$ cat src/rtl/core/ffa_pkg.sv
// ----------------------------------------------------------------------------
// ffa_pkg
// Shared types, sizes and codes of the first-fit heap allocator.
// ----------------------------------------------------------------------------
`default_nettype none

package ffa_pkg;

  localparam int MAX_BLOCKS   = 64;
  localparam int HEADER_BYTES = 12;
  localparam int ADDR_W       = 24;
  localparam int IDX_W        = (MAX_BLOCKS > 1) ? $clog2(MAX_BLOCKS) : 1;
  localparam int CNT_W        = $clog2(MAX_BLOCKS + 1);

  typedef enum logic {
    REQ_ALLOC   = 1'b0,
    REQ_RELEASE = 1'b1
  } req_code_t;

  typedef enum logic {
    STAT_OK   = 1'b0,
    STAT_FAIL = 1'b1
  } stat_code_t;

  typedef struct packed {
    logic              req_type;
    logic [ADDR_W-1:0] req_size;
    logic [ADDR_W-1:0] block_addr;
  } req_t;

  typedef struct packed {
    logic [ADDR_W-1:0] result_addr;
    logic              status;
  } rsp_t;

  typedef struct packed {
    logic [ADDR_W-1:0] start;
    logic [ADDR_W-1:0] size;
    logic              free;
  } entry_t;

  typedef enum logic [1:0] {
    ST_IDLE,
    ST_SCAN,
    ST_FINISH
  } state_t;

  typedef struct packed {
    logic start;
    logic scan;
    logic commit;
  } ctrl_cmd_t;

  typedef struct packed {
    logic quick;
    logic hit;
    logic exhausted;
    logic out_free;
  } dp_status_t;

endpackage

`default_nettype wire

$ cat src/rtl/core/ffa_ctrl.sv
// ----------------------------------------------------------------------------
// ffa_ctrl
// Sequencer of the allocator: accepts a request, runs the table walk and
// commits the result once the output register can take it.
// ----------------------------------------------------------------------------
`default_nettype none

module ffa_ctrl
  import ffa_pkg::*;
(
  input  wire logic       clk,
  input  wire logic       rst,
  input  wire logic       in_valid,
  output logic            in_ready,
  input  wire dp_status_t st,
  output ctrl_cmd_t       cmd
);

  state_t state;
  state_t state_next;

  always_ff @(posedge clk) begin
    if (rst) begin
      state <= ST_IDLE;
    end else begin
      state <= state_next;
    end
  end

  always_comb begin
    state_next = state;
    in_ready   = 1'b0;
    cmd        = '0;
    unique case (state)
      ST_IDLE: begin
        in_ready  = 1'b1;
        cmd.start = in_valid;
        if (in_valid) begin
          state_next = ST_SCAN;
        end
      end
      ST_SCAN: begin
        cmd.scan = 1'b1;
        // Trivial requests skip the walk entirely.
        if (st.quick || st.hit || st.exhausted) begin
          state_next = ST_FINISH;
        end
      end
      ST_FINISH: begin
        if (st.out_free) begin
          cmd.commit = 1'b1;
          state_next = ST_IDLE;
        end
      end
      default: begin
        state_next = ST_IDLE;
      end
    endcase
  end

endmodule

`default_nettype wire

$ cat src/rtl/core/ffa_datapath.sv
// ----------------------------------------------------------------------------
// ffa_datapath
// Block table memory, break and count registers, table walk and result
// register of the allocator.
// ----------------------------------------------------------------------------
`default_nettype none

module ffa_datapath
  import ffa_pkg::*;
(
  input  wire logic              clk,
  input  wire logic              rst,
  input  wire req_t              in_data,
  input  wire logic              cfg_wr_en,
  input  wire logic [ADDR_W-1:0] cfg_wr_data,
  input  wire ctrl_cmd_t         cmd,
  output dp_status_t             st,
  output logic                   out_valid,
  input  wire logic              out_ready,
  output rsp_t                   out_data
);

  entry_t            mem [MAX_BLOCKS];
  entry_t            rd_entry;
  logic              mem_we;
  logic [IDX_W-1:0]  mem_waddr;
  entry_t            mem_wdata;

  logic [ADDR_W-1:0] heap_limit;
  logic [ADDR_W-1:0] heap_break;
  logic [ADDR_W-1:0] heap_break_next;
  logic [CNT_W-1:0]  block_count;
  logic [CNT_W-1:0]  block_count_next;

  req_t              req;
  logic [CNT_W-1:0]  issue_idx;
  logic              pend;
  logic [IDX_W-1:0]  pend_idx;
  logic              found;
  logic [IDX_W-1:0]  hit_idx;
  entry_t            hit_entry;
  logic              match;
  logic              more;
  rsp_t              rsp_next;
  logic [ADDR_W+1:0] new_break;

  always_ff @(posedge clk) begin
    if (mem_we) begin
      mem[mem_waddr] <= mem_wdata;
    end
    rd_entry <= mem[issue_idx[IDX_W-1:0]];
  end

  always_ff @(posedge clk) begin
    if (rst) begin
      heap_limit <= {ADDR_W{1'b1}};
    end else if (cfg_wr_en) begin
      heap_limit <= cfg_wr_data;
    end
  end

  assign more = issue_idx < block_count;

  // Walk condition on the entry read in the previous cycle.
  always_comb begin
    if (req.req_type == REQ_ALLOC) begin
      match = pend && rd_entry.free && (rd_entry.size >= req.req_size);
    end else begin
      match = pend && (({1'b0, rd_entry.start} + (ADDR_W+1)'(HEADER_BYTES))
                       == {1'b0, req.block_addr});
    end
  end

  always_comb begin
    st.quick = (req.req_type == REQ_ALLOC) ? (req.req_size == '0)
             : ((req.block_addr == '0) || (block_count == '0));
    st.hit       = match;
    st.exhausted = !pend && !more;
    st.out_free  = !out_valid || out_ready;
  end

  always_ff @(posedge clk) begin
    if (rst) begin
      pend  <= 1'b0;
      found <= 1'b0;
    end else if (cmd.start) begin
      pend  <= 1'b0;
      found <= 1'b0;
    end else if (cmd.scan) begin
      pend <= more;
      if (match) begin
        found <= 1'b1;
      end
    end
  end

  always_ff @(posedge clk) begin
    if (cmd.start) begin
      req       <= in_data;
      issue_idx <= '0;
    end else if (cmd.scan) begin
      if (more) begin
        issue_idx <= issue_idx + CNT_W'(1);
      end
      pend_idx <= issue_idx[IDX_W-1:0];
      if (match) begin
        hit_idx   <= pend_idx;
        hit_entry <= rd_entry;
      end
    end
  end

  assign new_break = {2'b00, heap_break} + (ADDR_W+2)'(HEADER_BYTES) + {2'b00, req.req_size};

  always_comb begin
    mem_we           = 1'b0;
    mem_waddr        = hit_idx;
    mem_wdata        = hit_entry;
    heap_break_next  = heap_break;
    block_count_next = block_count;
    rsp_next.result_addr = '0;
    rsp_next.status      = STAT_OK;
    if (req.req_type == REQ_ALLOC) begin
      if (st.quick) begin
        rsp_next.status = STAT_OK;
      end else if (found) begin
        mem_we               = cmd.commit;
        mem_wdata.free       = 1'b0;
        rsp_next.result_addr = hit_entry.start + ADDR_W'(HEADER_BYTES);
      end else if ((block_count >= CNT_W'(MAX_BLOCKS)) ||
                   (new_break > {2'b00, heap_limit})) begin
        rsp_next.status = STAT_FAIL;
      end else begin
        mem_we               = cmd.commit;
        mem_waddr            = block_count[IDX_W-1:0];
        mem_wdata.start      = heap_break;
        mem_wdata.size       = req.req_size;
        mem_wdata.free       = 1'b0;
        block_count_next     = block_count + CNT_W'(1);
        heap_break_next      = new_break[ADDR_W-1:0];
        rsp_next.result_addr = heap_break + ADDR_W'(HEADER_BYTES);
      end
    end else begin
      if (st.quick || !found || hit_entry.free) begin
        rsp_next.status = STAT_FAIL;
      end else if (CNT_W'(hit_idx) == (block_count - CNT_W'(1))) begin
        // Releasing the top block hands its space back to the break.
        block_count_next = block_count - CNT_W'(1);
        heap_break_next  = hit_entry.start;
      end else begin
        mem_we         = cmd.commit;
        mem_wdata.free = 1'b1;
      end
    end
  end

  always_ff @(posedge clk) begin
    if (rst) begin
      heap_break  <= '0;
      block_count <= '0;
      out_valid   <= 1'b0;
    end else begin
      if (cmd.commit) begin
        heap_break  <= heap_break_next;
        block_count <= block_count_next;
        out_valid   <= 1'b1;
      end else if (out_ready) begin
        out_valid <= 1'b0;
      end
    end
  end

  always_ff @(posedge clk) begin
    if (cmd.commit) begin
      out_data <= rsp_next;
    end
  end

endmodule

`default_nettype wire

$ cat src/rtl/core/first_fit_heap_allocator.sv
// ----------------------------------------------------------------------------
// first_fit_heap_allocator
// First-fit allocator over an address-ordered table of heap blocks.
// ----------------------------------------------------------------------------
// Each transaction takes one allocate or release request and returns one
// result. A request walks the block table one entry per cycle through the
// single read port of the table memory. A walk stops on the first entry
// that matches or once it has run past all entries of the table.
// Zero-size allocates, null releases and requests on an empty table skip
// the walk. A finished request waits for the output register to free up,
// and the controller returns to idle as the result is loaded, ready to take
// the next request. One request is in work at a time; a new request is
// accepted while the previous result still waits in the output register.
// The table needs no clearing after reset.
// ----------------------------------------------------------------------------
`default_nettype none

module first_fit_heap_allocator
  import ffa_pkg::*;
(
  input  wire logic              clk,
  input  wire logic              rst,
  input  wire logic              in_valid,
  output logic                   in_ready,
  input  wire req_t              in_data,
  output logic                   out_valid,
  input  wire logic              out_ready,
  output rsp_t                   out_data,
  input  wire logic              cfg_wr_en,
  input  wire logic [ADDR_W-1:0] cfg_wr_data
);

  ctrl_cmd_t  cmd;
  dp_status_t st;

  ffa_ctrl u_ctrl (
    .clk      (clk),
    .rst      (rst),
    .in_valid (in_valid),
    .in_ready (in_ready),
    .st       (st),
    .cmd      (cmd)
  );

  ffa_datapath u_datapath (
    .clk         (clk),
    .rst         (rst),
    .in_data     (in_data),
    .cfg_wr_en   (cfg_wr_en),
    .cfg_wr_data (cfg_wr_data),
    .cmd         (cmd),
    .st          (st),
    .out_valid   (out_valid),
    .out_ready   (out_ready),
    .out_data    (out_data)
  );

endmodule

`default_nettype wire

$ cat config.mk
export PLATFORM = sky130hd
export DESIGN_NAME = first_fit_heap_allocator
export DESIGN_NICKNAME = d
export VERILOG_FILES = /design/src/rtl/core/ffa_pkg.sv /design/src/rtl/core/ffa_ctrl.sv /design/src/rtl/core/ffa_datapath.sv /design/src/rtl/core/first_fit_heap_allocator.sv
export SDC_FILE = /design/constraint.sdc
export NUM_CORES = 2
export LEC_CHECK = 0
export BUFFER_PORTS_ARGS = -buffer_cell sky130_fd_sc_hd__buf_2
export CAP_MARGIN = 20
export CORE_ASPECT_RATIO = 0.6
export CORE_MARGIN = 2
export CORE_UTILIZATION = 55
export CTS_CLUSTER_SIZE = 20
export DETAILED_ROUTE_END_ITERATION = 6
export PLACE_DENSITY_LB_ADDON = 0.12
export SETUP_SLACK_MARGIN = 0.1
export SLEW_MARGIN = 20
export SYNTH_ARGS = -nofsm -noshare
export SYNTH_HDL_FRONTEND = slang
export SYNTH_HIERARCHICAL = 1
export SYNTH_SLANG_ARGS = --single-unit
$ cat constraint.sdc
create_clock -name clk -period 9.6 [get_ports clk]
set_input_delay 0.48 -clock clk [delete_from_list [all_inputs] [get_ports clk]]
set_output_delay 0.48 -clock clk [all_outputs]
set_load 0.05 [all_outputs]
==> impl_metrics.csv <==
group,metric,value,unit
clocking,clk_pin_slew_worst_paths,0.08,ns
yosys,synthesis.yosys.warnings,6,
yosys,synth.top_cell.area_share,74.2,%
final_layout,post-route-util,62.5,%
yosys,synth.top_cells.by_area,"sky130_fd_sc_hd__edfxtp_1 (74%), sky130_fd_sc_hd__mux4_2 (17%), sky130_fd_sc_hd__dfxtp_1 (1.8%)",
drt,vias,65946,
sta,timing.max_slew.rel_slack,20.9,%
drt,dr_wl_met3,45.3,mm
placement,dp_hpwl,220,mm
yosys,syn_area,0.132,mm2
final_layout,fillers,16034,
yosys,synth-async-reset-ratio,0,%
clocking,numCtsBuffers,307,
critical_path,largest_stage_delay_worst_path,0.78,ns
floorplan,fp.dieW,638,um
critical_path,data_arrival_time_of_the_critical_path,8.72,ns
floorplan,start_util,55.4,%
final_layout,area_delta_synth_final,12.8,%
placement,portBuffers,104,
drt,dr_pass1_iterations,7,
clocking,clock_tree.htree_level_count,5,
grt,grt_first_pass_wirelength,508,mm
pwr,power.density,204,mW/mm2
floorplan,core,0.239,mm2
drt,met1_length,155,mm
grt,via_count_of_the_first_global_routing_pass,62509,
critical_path,critPathMaxFanout,17,
sta,clock-skew-final,0.0569,ns
yosys,main_combinational_cell_family_by_area_after_synthesis,"multiplexers",
yosys,ys_seq_area_share,75.9,%
clocking,cts_repair_resize_count,0,
final_layout,final_nets,6485,
critical_path,crit_path_cell_trace,"inv_1, ha_1, inv_1, ha_1, o21ai_0, o211ai_1, nand3_1, a311oi_1, o21ai_0, o21ai_0, xor2_1, ha_1, nand4_1, nor4_1, nand4b_1, o21ai_0, o21a_1, nand3_2, nor4_4, a41oi_2, nor2_4, buf_4",
floorplan,ioPinCount,105,
clocking,clkLatencyLatePin,0.86,ns
critical_path,crit_required,10.07,ns
sta,hold_viol_final,0,
flow_run,cap_viol_max_count,0,
drt,vias_per_cell,6.79,
yosys,share_of_synthesized_area_spent_on_multiplexers,17.7,%
yosys,synth_area_per_cell,22.5,um2
critical_path,crit_path_frequent_cell,"sky130_fd_sc_hd__o21ai_0",
sta,max_freq,0.121,GHz
floorplan,num_rows,139,
yosys,synth_area_in_xor_xnor,0.672,%
final_layout,share_of_post_route_cells_with_drive_strength_above_1,29.3,%
final_layout,final_common_cell,"sky130_fd_sc_hd__edfxtp_1",
grt,grt_usage,30.1,%
sta,maxSlewViolCount,0,
critical_path,crit_path_top_delay_cell,"sky130_fd_sc_hd__nor2_4",
critical_path,worst-setup-path-type,"reg2reg",
drt,highest-signal-layer,"met5",
sta,period_share,85.9,%
sta,timing.final.setup_violations,0,
yosys,syn-num-nets,6069,
run_status,outcome,"finished with violations",
clocking,clockBufferDepth,4,
yosys,yosysTopAreaCell,"sky130_fd_sc_hd__edfxtp_1",
pwr,power.leakage,45.9,nW
placement,finalWeightedCongestion,0.941,
yosys,synth_compound_area_share,1.61,%
drt,drt_iter0_markers,10704,
final_layout,most-common-layout-cells,"sky130_fd_sc_hd__edfxtp_1 (3,271), sky130_fd_sc_hd__mux4_2 (1,029), sky130_fd_sc_hd__clkbuf_16 (318)",
clocking,cts.sink_count,3387,
drt,antenna_left,0,
yosys,ys_seq_elements,3387,
sta,timing_worst_slew_pin_value,1.18,ns
grt,pin_count_of_the_biggest_net_entering_global_routing,147,
yosys,synth_edf_count,3271,
yosys,yosys.area_share.adder,1.04,%
drt,wirelength,366,mm
worst_hold_path,path_class_of_the_lowest_slack_min_delay_path,"in2reg",
floorplan,fp.dieArea,0.245,mm2
sta,grt_setup_unrepaired,"false",
drt,detail_route.drc_violations,4,
yosys,postSynthCellCount,5882,
floorplan,fp.dieH,384,um
pwr,vdd_ir_drop_max,0.166,mV
sta,setup-tns-final,0,ns
clocking,cts-root-buf,"sky130_fd_sc_hd__clkbuf_16",
critical_path,cp-end-kind,"flop",
yosys,yosysUniqueCellTypes,75,
grt,number_of_antenna_violations_at_the_first_check_in_global_routing,31,
critical_path,crit_path_start_kind,"flop",
clocking,tritoncts,"built",
yosys,ys_dominant_reg_cell,"sky130_fd_sc_hd__edfxtp_1",
drt,met2WireLength,157,mm
run_status,failed_checks,"design-rule violations",
yosys,yosys.area_share.simple,1.93,%
grt,globalRouteOverflowTotal,0,
drt,detail_route.wl_per_cell,37.7,um
sta,final.min_clock_period,8.25,ns
registers in the layout, summed over array words and instances, names as in the netlist, 24 cells and up:
name and cells:
u_datapath/rd_entry 49, u_datapath/heap_limit 24, u_datapath/heap_break 24, u_datapath/hit_entry 49, u_datapath/req 49, u_datapath/out_data 25, u_datapath/mem 3136
repair_timing:
item | in CTS | in global routing
hold endpoints to repair | 72 | 0
hold buffers | 72 | 0
setup buffers | 0 | 0
synth_stat cells (7+ instances only):
library cell	number
sky130_fd_sc_hd__xnor2_1	51
sky130_fd_sc_hd__nor4_1	31
sky130_fd_sc_hd__mux2i_1	18
sky130_fd_sc_hd__xor2_1	48
sky130_fd_sc_hd__o211ai_1	51
sky130_fd_sc_hd__nand3_1	40
sky130_fd_sc_hd__a21oi_1	68
sky130_fd_sc_hd__edfxtp_1	3271
sky130_fd_sc_hd__or4_1	7
sky130_fd_sc_hd__mux2_2	9
sky130_fd_sc_hd__a211oi_1	13
sky130_fd_sc_hd__or3_1	9
sky130_fd_sc_hd__inv_1	87
sky130_fd_sc_hd__and3_1	21
sky130_fd_sc_hd__ha_1	108
sky130_fd_sc_hd__o22ai_1	21
sky130_fd_sc_hd__nand2b_1	13
sky130_fd_sc_hd__buf_1	25
sky130_fd_sc_hd__dfxtp_1	116
sky130_fd_sc_hd__o31ai_1	12
sky130_fd_sc_hd__nor2b_1	14
sky130_fd_sc_hd__a21o_1	22
sky130_fd_sc_hd__buf_2	57
sky130_fd_sc_hd__nor3_1	24
sky130_fd_sc_hd__and4_1	7
sky130_fd_sc_hd__a31oi_1	11
sky130_fd_sc_hd__nor2_1	122
sky130_fd_sc_hd__mux4_2	1029
sky130_fd_sc_hd__clkbuf_1	206
sky130_fd_sc_hd__o21ai_0	75
sky130_fd_sc_hd__nand2_1	172
sky130_fd_sc_hd__nand4_1	21
worst max-delay path: cells and delay by family (launching register included):
kind | cells | cell delay [ns]
and+or+nand+nor | 7 | 2.79
DFF | 1 | 0.39
buffers and inverters | 3 | 0.71
xor gates and xnor gates | 1 | 0.13
adders and majority gates | 3 | 0.85
AOI/OAI and AO/OA | 8 | 2.91
per-layer routing:
layer / global-route usage (%) / vias to the layer above
li1: - / 25816
met1: 48.3 / 35614
met2: 41.6 / 4039
met3: 7.92 / 457
met4: 6.89 / 20
met5: 0 / -
report_power, final:
| group | leakage, nW | switching (mW) | internal (mW) |
|---|---|---|---|
| combinational | 10.6 | 1.17 | 0.542 |
| sequential | 30.6 | 0.0692 | 16.5 |
| clock | 4.72 | 5.28 | 6.89 |
metrics by stage:
stage	instances	cell area, um2	hold slack (ns)	setup WS [ns]	total power [mW]
global placement	9083	139000	0.400	1.53	18.5
finish	9716	149000	0.0484	1.35	30.5
CTS	9694	149000	0.0156	1.52	30.6
detailed placement	9085	139000	0.410	1.59	18.6
global route	9704	149000	0.00379	1.04	31.3
floorplan	5882	132000	0.400	1.98	17.8
layout make-up:
cell class                      instances  area [um2]  area share [%]
Timing Repair Buffer                  399        3500            2.34
Sequential cell                      3387      101000            67.3
Multi-Input combinational cell       2116       31300            21.0
Antenna cell                           18        45.0          0.0301
Inverter                               87         327           0.218
Tap cell                             3172        3970            2.66
Clock buffer                          405        8360            5.60
Clock inverter                        132        1370           0.919
cells by family (layout without fill, tap and decap cells):
kind of cell / count (synthesis) / in the layout
buf+inv: 379 / 1023
xor+xnor: 100 / 100
mux: 1056 / 1056
flops: 3387 / 3387
simple gates: 519 / 519
fa+ha+maj: 109 / 109
compound gates: 332 / 332
other cells: 0 / 18
final timing paths:
| check | startpoint | end | slack, ns | cells after the start |
|---|---|---|---|---|
| setup / recovery | u_datapath/req[27] | u_datapath/mem[34][6] | 1.35 | 22 |
| setup reg to reg | u_datapath/req[27] | u_datapath/mem[34][6] | 1.35 | 22 |
| hold reg to reg | u_datapath/pend_idx[1] | u_datapath/hit_idx[1] | 0.42 | 0 |
| hold / removal | in_data[31] | u_datapath/req[31] | 0.05 | 1 |
(Power assumes the default switching activity.)
